### src/design/utcn_pkg.sv
// utcn_pkg: shared constants and tables for the utc time normalizer
`timescale 1ns / 1ps

package utcn_pkg;

  // pipeline depth, input to output register
  localparam int NSTG = 14;

  // month fold: u = month + 12*171, 13 bits
  localparam int     MON_N    = 13;
  localparam int     MON_D    = 12;
  localparam int     MON_S    = MON_N + $clog2(MON_D);
  localparam longint MON_M    = ((longint'(1) << MON_S) + MON_D - 1) / MON_D;
  localparam int     MON_MW   = $clog2(MON_M + 1);
  localparam int     MON_QW   = 9;
  localparam int     MON_BIAS = 2052;
  localparam int     MON_OFS  = 171;

  // divide by 60, shared by the second and minute folds (17 bit operand)
  localparam int     D60_N  = 17;
  localparam int     D60_D  = 60;
  localparam int     D60_S  = D60_N + $clog2(D60_D);
  localparam longint D60_M  = ((longint'(1) << D60_S) + D60_D - 1) / D60_D;
  localparam int     D60_MW = $clog2(D60_M + 1);
  localparam int     D60_QW = 11;
  localparam int     SEC_BIAS = 32820;
  localparam int     SEC_OFS  = 547;
  localparam int     MIN_BIAS = 33360;
  localparam int     MIN_OFS  = 556;

  // hour fold
  localparam int     HR_N  = 17;
  localparam int     HR_D  = 24;
  localparam int     HR_S  = HR_N + $clog2(HR_D);
  localparam longint HR_M  = ((longint'(1) << HR_S) + HR_D - 1) / HR_D;
  localparam int     HR_MW = $clog2(HR_M + 1);
  localparam int     HR_QW = 12;
  localparam int     HR_BIAS = 33336;
  localparam int     HR_OFS  = 1389;

  // century count of the biased march-based year
  localparam int     YR_N  = 15;
  localparam int     YR_D  = 100;
  localparam int     YR_S  = YR_N + $clog2(YR_D);
  localparam longint YR_M  = ((longint'(1) << YR_S) + YR_D - 1) / YR_D;
  localparam int     YR_MW = $clog2(YR_M + 1);
  localparam int     YR_QW = 8;
  localparam int     YR_BIAS = 6800;
  // epoch offset of the biased day count
  localparam int     DAYS_C  = 3203117;

  // era split of the biased day number
  localparam int     ERA_N  = 23;
  localparam int     ERA_D  = 146097;
  localparam int     ERA_S  = ERA_N + $clog2(ERA_D);
  localparam longint ERA_M  = ((longint'(1) << ERA_S) + ERA_D - 1) / ERA_D;
  localparam int     ERA_MW = $clog2(ERA_M + 1);
  localparam int     ERA_QW = 6;
  localparam int     ERA_OFS = 17;
  localparam int     Z_BIAS  = 3203117;

  // day of era corrections
  localparam int     DA_N  = 18;
  localparam int     DA_D  = 1460;
  localparam int     DA_S  = DA_N + $clog2(DA_D);
  localparam longint DA_M  = ((longint'(1) << DA_S) + DA_D - 1) / DA_D;
  localparam int     DA_MW = $clog2(DA_M + 1);
  localparam int     DA_QW = 7;

  localparam int     DB_N  = 18;
  localparam int     DB_D  = 36524;
  localparam int     DB_S  = DB_N + $clog2(DB_D);
  localparam longint DB_M  = ((longint'(1) << DB_S) + DB_D - 1) / DB_D;
  localparam int     DB_MW = $clog2(DB_M + 1);
  localparam int     DB_QW = 3;

  localparam int     DC_N  = 18;
  localparam int     DC_D  = 146096;
  localparam int     DC_S  = DC_N + $clog2(DC_D);
  localparam longint DC_M  = ((longint'(1) << DC_S) + DC_D - 1) / DC_D;
  localparam int     DC_MW = $clog2(DC_M + 1);
  localparam int     DC_QW = 1;

  // year of era
  localparam int     YOE_N  = 18;
  localparam int     YOE_D  = 365;
  localparam int     YOE_S  = YOE_N + $clog2(YOE_D);
  localparam longint YOE_M  = ((longint'(1) << YOE_S) + YOE_D - 1) / YOE_D;
  localparam int     YOE_MW = $clog2(YOE_M + 1);
  localparam int     YOE_QW = 9;

  // march-based month from day of year
  localparam int     MP_N  = 11;
  localparam int     MP_D  = 153;
  localparam int     MP_S  = MP_N + $clog2(MP_D);
  localparam longint MP_M  = ((longint'(1) << MP_S) + MP_D - 1) / MP_D;
  localparam int     MP_MW = $clog2(MP_M + 1);
  localparam int     MP_QW = 4;

  // weekday, day of era plus three, mod 7
  localparam int     WD_N  = 18;
  localparam int     WD_D  = 7;
  localparam int     WD_S  = WD_N + $clog2(WD_D);
  localparam longint WD_M  = ((longint'(1) << WD_S) + WD_D - 1) / WD_D;
  localparam int     WD_MW = $clog2(WD_M + 1);
  localparam int     WD_QW = 15;

  // first day of each march-based month, counted from march 1
  function automatic logic [8:0] month_start(input logic [3:0] mp);
    logic [8:0] r;
    case (mp)
      4'd0:    r = 9'd0;
      4'd1:    r = 9'd31;
      4'd2:    r = 9'd61;
      4'd3:    r = 9'd92;
      4'd4:    r = 9'd122;
      4'd5:    r = 9'd153;
      4'd6:    r = 9'd184;
      4'd7:    r = 9'd214;
      4'd8:    r = 9'd245;
      4'd9:    r = 9'd275;
      4'd10:   r = 9'd306;
      4'd11:   r = 9'd337;
      default: r = 9'd0;
    endcase
    return r;
  endfunction

endpackage

### src/design/utc_broken_down_time_normalizer.sv
// utc_broken_down_time_normalizer: pipelined broken-down time to epoch seconds
`timescale 1ns / 1ps

// Converts one broken-down UTC time per clock, while out_ready holds, into epoch
// seconds and canonical calendar fields (proleptic Gregorian, no time zone). The
// datapath is a 14-stage pipeline with registered out_ ports, and a new item can
// enter every cycle unless the pipeline is full and stalled. Every division by a
// calendar constant is a reciprocal multiply, and the chain of dependent multiplies
// sets the depth. Each stage holds its item while the next one is full and stalled;
// in_ready drops only when every stage is full and out_ready is low.
module utc_broken_down_time_normalizer
  import utcn_pkg::*;
(
  input  logic               clk,
  input  logic               rst_n,
  input  logic               in_valid,
  output logic               in_ready,
  input  logic signed [13:0] in_year_since_1900,
  input  logic signed [11:0] in_month_raw,
  input  logic signed [15:0] in_day_raw,
  input  logic signed [15:0] in_hour_raw,
  input  logic signed [15:0] in_minute_raw,
  input  logic signed [15:0] in_second_raw,
  output logic               out_valid,
  input  logic               out_ready,
  output logic signed [38:0] out_epoch_seconds,
  output logic [5:0]         out_norm_second,
  output logic [5:0]         out_norm_minute,
  output logic [4:0]         out_norm_hour,
  output logic [4:0]         out_norm_day,
  output logic [3:0]         out_norm_month,
  output logic signed [14:0] out_norm_year_since_1900,
  output logic [2:0]         out_weekday,
  output logic [8:0]         out_year_day
);

  logic [NSTG:1] v_r;
  logic [NSTG:1] rdy;
  logic [NSTG:1] vin;

  // stall chain: a stage loads when empty or when the next one moves
  always_comb begin
    rdy[NSTG] = !v_r[NSTG] || out_ready;
    for (int k = NSTG - 1; k >= 1; k--) begin
      rdy[k] = !v_r[k] || rdy[k+1];
    end
    vin = {v_r[NSTG-1:1], in_valid};
  end

  assign in_ready  = rdy[1];
  assign out_valid = v_r[NSTG];

  always_ff @(posedge clk) begin
    if (!rst_n) begin
      v_r <= '0;
    end else begin
      for (int k = 1; k <= NSTG; k++) begin
        if (rdy[k]) v_r[k] <= vin[k];
      end
    end
  end

  // stage 1: bias month and second, reciprocal multiply
  logic [MON_N-1:0]            umon_nxt;
  logic [MON_N+MON_MW-1:0]     pmon;
  logic [D60_N-1:0]            usec_nxt;
  logic [D60_N+D60_MW-1:0]     psec;
  logic signed [13:0]          ys1_r;
  logic [MON_N-1:0]            umon1_r;
  logic [MON_QW-1:0]           qmon1_r;
  logic [D60_N-1:0]            usec1_r;
  logic [D60_QW-1:0]           qsec1_r;
  logic signed [15:0]          day1_r, hr1_r, mi1_r;

  always_comb begin
    umon_nxt = MON_N'(14'(in_month_raw) + 14'(MON_BIAS));
    pmon     = (MON_N+MON_MW)'(umon_nxt) * (MON_N+MON_MW)'(MON_M);
    usec_nxt = D60_N'(18'(in_second_raw) + 18'(SEC_BIAS));
    psec     = (D60_N+D60_MW)'(usec_nxt) * (D60_N+D60_MW)'(D60_M);
  end

  always_ff @(posedge clk) begin
    if (rdy[1]) begin
      ys1_r   <= in_year_since_1900;
      umon1_r <= umon_nxt;
      qmon1_r <= pmon[MON_S +: MON_QW];
      usec1_r <= usec_nxt;
      qsec1_r <= psec[D60_S +: D60_QW];
      day1_r  <= in_day_raw;
      hr1_r   <= in_hour_raw;
      mi1_r   <= in_minute_raw;
    end
  end

  // stage 2: month and second remainders, year carry, biased minute
  logic signed [14:0] y2_r;
  logic [3:0]         mon2_r;
  logic [5:0]         rs2_r;
  logic [D60_N-1:0]   umin2_r;
  logic signed [15:0] day2_r, hr2_r;

  always_ff @(posedge clk) begin
    if (rdy[2]) begin
      mon2_r  <= 4'(umon1_r - MON_N'(qmon1_r) * MON_N'(MON_D));
      y2_r    <= 15'(ys1_r) + 15'(qmon1_r) + 15'(1900 - MON_OFS);
      rs2_r   <= 6'(usec1_r - D60_N'(qsec1_r) * D60_N'(D60_D));
      umin2_r <= D60_N'(18'(mi1_r) + 18'(qsec1_r) + 18'(MIN_BIAS - SEC_OFS));
      day2_r  <= day1_r;
      hr2_r   <= hr1_r;
    end
  end

  // stage 3: minute divide, march-based year and month
  logic [D60_N+D60_MW-1:0] pmin;
  logic                    jf2;
  logic [YR_N-1:0]         uyr3_r;
  logic [3:0]              mp3_r;
  logic [5:0]              rs3_r;
  logic [D60_N-1:0]        umin3_r;
  logic [D60_QW-1:0]       qmin3_r;
  logic signed [15:0]      day3_r, hr3_r;

  always_comb begin
    pmin = (D60_N+D60_MW)'(umin2_r) * (D60_N+D60_MW)'(D60_M);
    jf2  = (mon2_r < 4'd2);
  end

  always_ff @(posedge clk) begin
    if (rdy[3]) begin
      uyr3_r  <= YR_N'(16'(y2_r) - 16'(jf2) + 16'(YR_BIAS));
      mp3_r   <= jf2 ? 4'(mon2_r + 4'd10) : 4'(mon2_r - 4'd2);
      rs3_r   <= rs2_r;
      umin3_r <= umin2_r;
      qmin3_r <= pmin[D60_S +: D60_QW];
      day3_r  <= day2_r;
      hr3_r   <= hr2_r;
    end
  end

  // stage 4: minute remainder, biased hour, century count
  logic [YR_N+YR_MW-1:0] pyr;
  logic [YR_N-1:0]       uyr4_r;
  logic [YR_QW-1:0]      q100_4_r;
  logic [3:0]            mp4_r;
  logic signed [15:0]    day4_r;
  logic [5:0]            rs4_r, rm4_r;
  logic [HR_N-1:0]       uhr4_r;

  assign pyr = (YR_N+YR_MW)'(uyr3_r) * (YR_N+YR_MW)'(YR_M);

  always_ff @(posedge clk) begin
    if (rdy[4]) begin
      uyr4_r   <= uyr3_r;
      q100_4_r <= pyr[YR_S +: YR_QW];
      mp4_r    <= mp3_r;
      day4_r   <= day3_r;
      rs4_r    <= rs3_r;
      rm4_r    <= 6'(umin3_r - D60_N'(qmin3_r) * D60_N'(D60_D));
      uhr4_r   <= HR_N'(18'(hr3_r) + 18'(qmin3_r) + 18'(HR_BIAS - MIN_OFS));
    end
  end

  // stage 5: hour divide, day count of the folded date
  logic [HR_N+HR_MW-1:0] phr;
  logic [24:0]           days_nxt;
  logic signed [23:0]    days5_r;
  logic [HR_QW-1:0]      qhr5_r;
  logic [HR_N-1:0]       uhr5_r;
  logic [5:0]            rs5_r, rm5_r;

  always_comb begin
    phr      = (HR_N+HR_MW)'(uhr4_r) * (HR_N+HR_MW)'(HR_M);
    days_nxt = 25'(uyr4_r) * 25'(365) + 25'(uyr4_r >> 2) - 25'(q100_4_r)
             + 25'(q100_4_r >> 2) + 25'(month_start(mp4_r)) + 25'(day4_r)
             - 25'(1) - 25'(DAYS_C);
  end

  always_ff @(posedge clk) begin
    if (rdy[5]) begin
      days5_r <= 24'(days_nxt);
      qhr5_r  <= phr[HR_S +: HR_QW];
      uhr5_r  <= uhr4_r;
      rs5_r   <= rs4_r;
      rm5_r   <= rm4_r;
    end
  end

  // stage 6: hour remainder, whole day number and its biased form
  logic signed [23:0] nd_nxt;
  logic signed [23:0] nd6_r;
  logic [ERA_N-1:0]   v6_r;
  logic [5:0]         rs6_r, rm6_r;
  logic [4:0]         rh6_r;

  assign nd_nxt = days5_r + 24'(qhr5_r) - 24'(HR_OFS);

  always_ff @(posedge clk) begin
    if (rdy[6]) begin
      nd6_r <= nd_nxt;
      v6_r  <= ERA_N'(nd_nxt + 24'(Z_BIAS));
      rs6_r <= rs5_r;
      rm6_r <= rm5_r;
      rh6_r <= 5'(uhr5_r - HR_N'(qhr5_r) * HR_N'(HR_D));
    end
  end

  // stage 7: era divide, day part of the epoch seconds
  logic [ERA_N+ERA_MW-1:0] pera;
  logic [ERA_N-1:0]        v7_r;
  logic [ERA_QW-1:0]       era7_r;
  logic signed [40:0]      tp7_r;
  logic [5:0]              rs7_r, rm7_r;
  logic [4:0]              rh7_r;

  assign pera = (ERA_N+ERA_MW)'(v6_r) * (ERA_N+ERA_MW)'(ERA_M);

  always_ff @(posedge clk) begin
    if (rdy[7]) begin
      v7_r   <= v6_r;
      era7_r <= pera[ERA_S +: ERA_QW];
      tp7_r  <= 41'(nd6_r) * 41'(86400);
      rs7_r  <= rs6_r;
      rm7_r  <= rm6_r;
      rh7_r  <= rh6_r;
    end
  end

  // stage 8: day of era, epoch seconds
  logic [DA_N-1:0]    doe8_r;
  logic [ERA_QW-1:0]  era8_r;
  logic signed [38:0] t8_r;
  logic [5:0]         rs8_r, rm8_r;
  logic [4:0]         rh8_r;

  always_ff @(posedge clk) begin
    if (rdy[8]) begin
      doe8_r <= DA_N'(v7_r - ERA_N'(era7_r) * ERA_N'(ERA_D));
      era8_r <= era7_r;
      t8_r   <= 39'(tp7_r + 41'(rh7_r) * 41'(3600) + 41'(rm7_r) * 41'(60) + 41'(rs7_r));
      rs8_r  <= rs7_r;
      rm8_r  <= rm7_r;
      rh8_r  <= rh7_r;
    end
  end

  // stage 9: leap corrections and weekday divide
  logic [DA_N+DA_MW-1:0] pa;
  logic [DB_N+DB_MW-1:0] pb;
  logic [DC_N+DC_MW-1:0] pc;
  logic [WD_N+WD_MW-1:0] pw;
  logic [DA_N-1:0]       doe8p3;
  logic [DA_N-1:0]       doe9_r;
  logic [DA_QW-1:0]      a9_r;
  logic [DB_QW-1:0]      b9_r;
  logic [DC_QW-1:0]      c9_r;
  logic [WD_QW-1:0]      w9_r;
  logic [ERA_QW-1:0]     era9_r;
  logic signed [38:0]    t9_r;
  logic [5:0]            rs9_r, rm9_r;
  logic [4:0]            rh9_r;

  always_comb begin
    doe8p3 = doe8_r + DA_N'(3);
    pa = (DA_N+DA_MW)'(doe8_r) * (DA_N+DA_MW)'(DA_M);
    pb = (DB_N+DB_MW)'(doe8_r) * (DB_N+DB_MW)'(DB_M);
    pc = (DC_N+DC_MW)'(doe8_r) * (DC_N+DC_MW)'(DC_M);
    pw = (WD_N+WD_MW)'(doe8p3) * (WD_N+WD_MW)'(WD_M);
  end

  always_ff @(posedge clk) begin
    if (rdy[9]) begin
      doe9_r <= doe8_r;
      a9_r   <= pa[DA_S +: DA_QW];
      b9_r   <= pb[DB_S +: DB_QW];
      c9_r   <= pc[DC_S +: DC_QW];
      w9_r   <= pw[WD_S +: WD_QW];
      era9_r <= era8_r;
      t9_r   <= t8_r;
      rs9_r  <= rs8_r;
      rm9_r  <= rm8_r;
      rh9_r  <= rh8_r;
    end
  end

  // stage 10: year of era numerator, weekday remainder
  logic [DA_N-1:0]    doe10_r;
  logic [YOE_N-1:0]   num10_r;
  logic [2:0]         wd10_r;
  logic [ERA_QW-1:0]  era10_r;
  logic signed [38:0] t10_r;
  logic [5:0]         rs10_r, rm10_r;
  logic [4:0]         rh10_r;

  always_ff @(posedge clk) begin
    if (rdy[10]) begin
      doe10_r <= doe9_r;
      num10_r <= YOE_N'(doe9_r - DA_N'(a9_r) + DA_N'(b9_r) - DA_N'(c9_r));
      wd10_r  <= 3'(doe9_r + DA_N'(3) - DA_N'(w9_r) * DA_N'(WD_D));
      era10_r <= era9_r;
      t10_r   <= t9_r;
      rs10_r  <= rs9_r;
      rm10_r  <= rm9_r;
      rh10_r  <= rh9_r;
    end
  end

  // stage 11: year of era divide
  logic [YOE_N+YOE_MW-1:0] pyoe;
  logic [DA_N-1:0]         doe11_r;
  logic [YOE_QW-1:0]       yoe11_r;
  logic [2:0]              wd11_r;
  logic [ERA_QW-1:0]       era11_r;
  logic signed [38:0]      t11_r;
  logic [5:0]              rs11_r, rm11_r;
  logic [4:0]              rh11_r;

  assign pyoe = (YOE_N+YOE_MW)'(num10_r) * (YOE_N+YOE_MW)'(YOE_M);

  always_ff @(posedge clk) begin
    if (rdy[11]) begin
      doe11_r <= doe10_r;
      yoe11_r <= pyoe[YOE_S +: YOE_QW];
      wd11_r  <= wd10_r;
      era11_r <= era10_r;
      t11_r   <= t10_r;
      rs11_r  <= rs10_r;
      rm11_r  <= rm10_r;
      rh11_r  <= rh10_r;
    end
  end

  // stage 12: day of march-based year
  logic [1:0]         cent;
  logic [DA_N-1:0]    ystart;
  logic [8:0]         doy12_r;
  logic [YOE_QW-1:0]  yoe12_r;
  logic [2:0]         wd12_r;
  logic [ERA_QW-1:0]  era12_r;
  logic signed [38:0] t12_r;
  logic [5:0]         rs12_r, rm12_r;
  logic [4:0]         rh12_r;

  always_comb begin
    if (yoe11_r >= YOE_QW'(300))      cent = 2'd3;
    else if (yoe11_r >= YOE_QW'(200)) cent = 2'd2;
    else if (yoe11_r >= YOE_QW'(100)) cent = 2'd1;
    else                              cent = 2'd0;
    ystart = DA_N'(yoe11_r) * DA_N'(365) + DA_N'(yoe11_r >> 2) - DA_N'(cent);
  end

  always_ff @(posedge clk) begin
    if (rdy[12]) begin
      doy12_r <= 9'(doe11_r - ystart);
      yoe12_r <= yoe11_r;
      wd12_r  <= wd11_r;
      era12_r <= era11_r;
      t12_r   <= t11_r;
      rs12_r  <= rs11_r;
      rm12_r  <= rm11_r;
      rh12_r  <= rh11_r;
    end
  end

  // stage 13: march-based month divide, leap flag
  logic [MP_N-1:0]       mpn;
  logic [MP_N+MP_MW-1:0] pmp;
  logic [8:0]            doy13_r;
  logic [MP_QW-1:0]      mp13_r;
  logic                  leap13_r;
  logic [YOE_QW-1:0]     yoe13_r;
  logic [2:0]            wd13_r;
  logic [ERA_QW-1:0]     era13_r;
  logic signed [38:0]    t13_r;
  logic [5:0]            rs13_r, rm13_r;
  logic [4:0]            rh13_r;

  always_comb begin
    mpn = MP_N'(doy12_r) * MP_N'(5) + MP_N'(2);
    pmp = (MP_N+MP_MW)'(mpn) * (MP_N+MP_MW)'(MP_M);
  end

  always_ff @(posedge clk) begin
    if (rdy[13]) begin
      doy13_r  <= doy12_r;
      mp13_r   <= pmp[MP_S +: MP_QW];
      // march-based year is leap: multiple of 4, not a non-400 century
      leap13_r <= (yoe12_r[1:0] == 2'd0) && !(yoe12_r == YOE_QW'(100)
                  || yoe12_r == YOE_QW'(200) || yoe12_r == YOE_QW'(300));
      yoe13_r  <= yoe12_r;
      wd13_r   <= wd12_r;
      era13_r  <= era12_r;
      t13_r    <= t12_r;
      rs13_r   <= rs12_r;
      rm13_r   <= rm12_r;
      rh13_r   <= rh12_r;
    end
  end

  // stage 14: calendar fields, output register
  logic               jan_feb;
  logic [15:0]        oy_nxt;
  logic [9:0]         od_nxt;

  always_comb begin
    jan_feb = (mp13_r >= MP_QW'(10));
    od_nxt  = 10'(doy13_r) - 10'(month_start(mp13_r)) + 10'(1);
    oy_nxt  = 16'(yoe13_r) + (16'(era13_r) - 16'(ERA_OFS)) * 16'(400)
            + 16'(jan_feb) - 16'(1900);
  end

  always_ff @(posedge clk) begin
    if (rdy[14]) begin
      out_epoch_seconds        <= t13_r;
      out_norm_second          <= rs13_r;
      out_norm_minute          <= rm13_r;
      out_norm_hour            <= rh13_r;
      out_norm_day             <= 5'(od_nxt);
      out_norm_month           <= jan_feb ? 4'(mp13_r - MP_QW'(10)) : 4'(mp13_r + MP_QW'(2));
      out_norm_year_since_1900 <= 15'(oy_nxt);
      out_weekday              <= wd13_r;
      out_year_day             <= jan_feb ? 9'(doy13_r - 9'd306)
                                          : 9'(doy13_r + 9'd59 + 9'(leap13_r));
    end
  end

endmodule

### config.mk
export PLATFORM = sky130hd
export DESIGN_NAME = utc_broken_down_time_normalizer
export DESIGN_NICKNAME = d
export VERILOG_FILES = /design/src/design/utcn_pkg.sv /design/src/design/utc_broken_down_time_normalizer.sv
export SDC_FILE = /design/constraint.sdc
export NUM_CORES = 2
export LEC_CHECK = 0
export ABC_AREA = 0
export BUFFER_PORTS_ARGS = -buffer_cell sky130_fd_sc_hd__buf_2
export CORE_UTILIZATION = 35
export CTS_BUF_LIST = sky130_fd_sc_hd__clkbuf_16
export DETAILED_ROUTE_END_ITERATION = 16
export SYNTH_ARGS = -nofsm -noshare
export SYNTH_HDL_FRONTEND = slang
export SYNTH_SLANG_ARGS = --single-unit
export TNS_END_PERCENT = 50
### constraint.sdc
create_clock -name clk -period 10.8 [get_ports clk]
set_clock_uncertainty 0.15 [all_clocks]
set_input_delay 0.54 -clock clk [delete_from_list [all_inputs] [get_ports clk]]
set_output_delay 0.54 -clock clk [all_outputs]
set_load 0.01 [all_outputs]
==> flow_summary.json <==
{
  "worstRegToRegCells": 31,
  "ios": 188,
  "fin_setup_tns_ps": 0,
  "cts_tree": "built",
  "fp.dieH_um": 541,
  "numCtsBuffers": 113,
  "fp-row-count": 197,
  "drc": 0,
  "wl_per_cell_um": 16.8,
  "regArea_um2": 33600,
  "final_cell_mix": "2148 x inv_1, 1933 x ha_1, 1147 x fa_1",
  "syn_nets": 11500,
  "syn-instance-count": 8322,
  "fp.dieArea_um2": 293000,
  "cpPeakStageDelay_ps": 550,
  "synth_compound_area_frac": 0.0497,
  "clk-insertion-delay-late_ps": 750,
  "grt_util_all_layers": 0.148,
  "drive_gt1_frac": 0.0519,
  "netlist_area_um2": 102000,
  "finalCritPeriodShare": 0.743,
  "io_buffer_count": 187,
  "yosysUniqueCellTypes": 93,
  "synth-seq-area-share": 0.330,
  "clk_path_buf_depth": 3,
  "synth_ff_type": "edfxtp_1",
  "antenna_found_initial": 17,
  "synthMuxAreaShare": 0.00144,
  "place_congestion": 0.904,
  "synth-edff-count": 1099,
  "vias_per_cell": 4.62,
  "cts.clk_slew.worst_paths_ps": 60,
  "grt_max_degree": 79,
  "holdWs_ps": 74.7,
  "initial_utilization": 0.352,
  "fmax_mhz": 125,
  "drv_slew": 0,
  "hpwl_um": 176000,
  "crit_arrival_ps": 8510,
  "postRouteWirelength_um": 211000,
  "drv_cap": 0,
  "tightest_slew_ps": 1200,
  "status": "completed",
  "grt.overflow.total": 0,
  "core_area_um2": 288000,
  "yosys.area_share.simple": 0.0372,
  "crit_slowest_cell": "fa_1",
  "hold_depth": 3,
  "cp-end-kind": "flop",
  "rsz0062_at_grt": "no",
  "drt_first_pass_iters": 8,
  "finalHoldViolations": 0,
  "syn2layout_area_growth_pct": 10.3,
  "worst-path-max-fanout": 6,
  "multi_input_area_um2": 60000,
  "synth_top_family_by_area": "adder cells",
  "hold_start": "out_ready",
  "fin_nets": 11900,
  "path_class": "reg2reg",
  "async_flop_share": 0,
  "synthAdderAreaFrac": 0.464,
  "synth-xor-area-share": 0.0378,
  "htreeDepth": 3,
  "startpoint_type": "flop",
  "die_w_um": 541,
  "reg2reg_from": "doy12_r[1]$_DFFE_PP_",
  "root_buffer": "clkbuf_16",
  "post_cts_buffers": 0,
  "grt_pass1_vias": 63800,
  "r2r_slack_ps": 2780,
  "cp_common_cell": "ha_1",
  "period_needed_ps": 8020,
  "final_common_cell": "inv_1",
  "finalSetupViolCount": 0,
  "worst_ep_required_time_ps": 11290,
  "hp-class": "in2reg",
  "cts_sinks": 1127,
  "fillers": 27500,
  "via_count": 58200,
  "ys_seq_elements": 1127,
  "ant_nets": 0,
  "syn_area_per_cell_um2": 12.2,
  "drtIter0Drc": 2649,
  "grt_pass1_wl_um": 342000,
  "min_to": "v_r[14]$_SDFFE_PN0P_",
  "yosysWarningCount": 0,
  "relSlewSlack": 0.179
}
## how the worst max path moves through the flow
stage	start	end	slack [ps]	cells after the start
6_report	doy12_r[1]$_DFFE_PP_	flop	2780	31
5_1_grt	doy12_r[1]$_DFFE_PP_	flop	2300	31
4_1_cts	doy12_r[1]$_DFFE_PP_	flop	2730	31
3_5_place_dp	doy12_r[1]$_DFFE_PP_	flop	2760	31
3_3_place_gp	doy12_r[1]$_DFFE_PP_	flop	2700	31
2_1_floorplan	doy12_r[1]$_DFFE_PP_	flop	3330	31
## through the flow
| step | cells | util | instance area [um^2] | setup WS, ps |
|---|---|---|---|---|
| 6_report | 12600 | 0.389 | 112000 | 2780 |
| 5_1_grt | 12600 | 0.389 | 112000 | 2300 |
| 4_1_cts | 12600 | 0.389 | 112000 | 2730 |
| 3_5_place_dp | 12300 | 0.373 | 108000 | 2760 |
| 3_3_place_gp | 12300 | 0.373 | 108000 | 2700 |
| 2_1_floorplan | 8322 | - | 102000 | 3330 |
## area by class of cell
type / instances / area share
Multi-Input combinational cell: 5040 / 0.536
Sequential cell: 1127 / 0.299
Inverter: 2135 / 0.0716
Tap cell: 3781 / 0.0422
Clock buffer: 113 / 0.0252
Timing Repair Buffer: 288 / 0.0166
Clock inverter: 95 / 0.00943
Antenna cell: 3 / 0.0000670
## metal layers
metal,GRT usage,routed length [um]
met1,0.197,97000
met3,0.0171,7520
met2,0.256,102000
met4,0.0337,4740
met5,0,46
## worst max-delay path: cells and delay by family (launching register included)
| kind | cells | cell delay, ps |
|---|---|---|
| AO/OA/AOI/OAI | 11 | 2080 |
| adder cells (fa/ha/maj) | 9 | 3700 |
| flip-flops | 1 | 480 |
| AND/OR/NAND/NOR | 5 | 810 |
| buffers and inverters | 3 | 180 |
| multiplexers | 1 | 150 |
| XOR/XNOR | 2 | 360 |
## state kept, by name, summed over array words and instances, names as in the netlist, 17 cells and up, named ones only
register           flops
v6_r                  23
uhr4_r                17
tp7_r                 32
t8_r                  39
umin2_r               17
doe9_r                18
t9_r                  39
doe8_r                18
t12_r                 39
t10_r                 39
t13_r                 39
t11_r                 39
v7_r                  18
out_epoch_seconds     39
num10_r               18
days5_r               24
nd6_r                 24
## cell usage after synthesis (66+ instances only)
cell         n  area (um^2)
a21o_1     106          796
a21oi_1    226         1130
edfxtp_1  1099        33000
fa_1      1147        23000
ha_1      1933        24200
inv_1     2134         8010
nand2_1    132          495
nand3_1     85          425
nor2_1     220          826
nor3_1      66          330
o21ai_0    116          581
xnor2_1    325         2850
xor2_1     110          963
## repair_timing
| item | 4_1_cts | 5_1_grt |
|---|---|---|
| setup endpoints to repair | 0 | 0 |
| hold buffers | 67 | 0 |
| endpoints found under the hold margin | 67 | 0 |
| resized for setup | 0 | 0 |
## cell families after synthesis
group,after synthesis
buffers and inverters,2155
XOR/XNOR,437
multiplexers,14
flip-flops,1127
AND/OR/NAND/NOR,752
AO/OA/AOI/OAI,757
adder cells (fa/ha/maj),3080
Power is left out: the tool's default activity adds up to more than one toggle a clock period on the data nets, which glitch-free logic cannot reach.
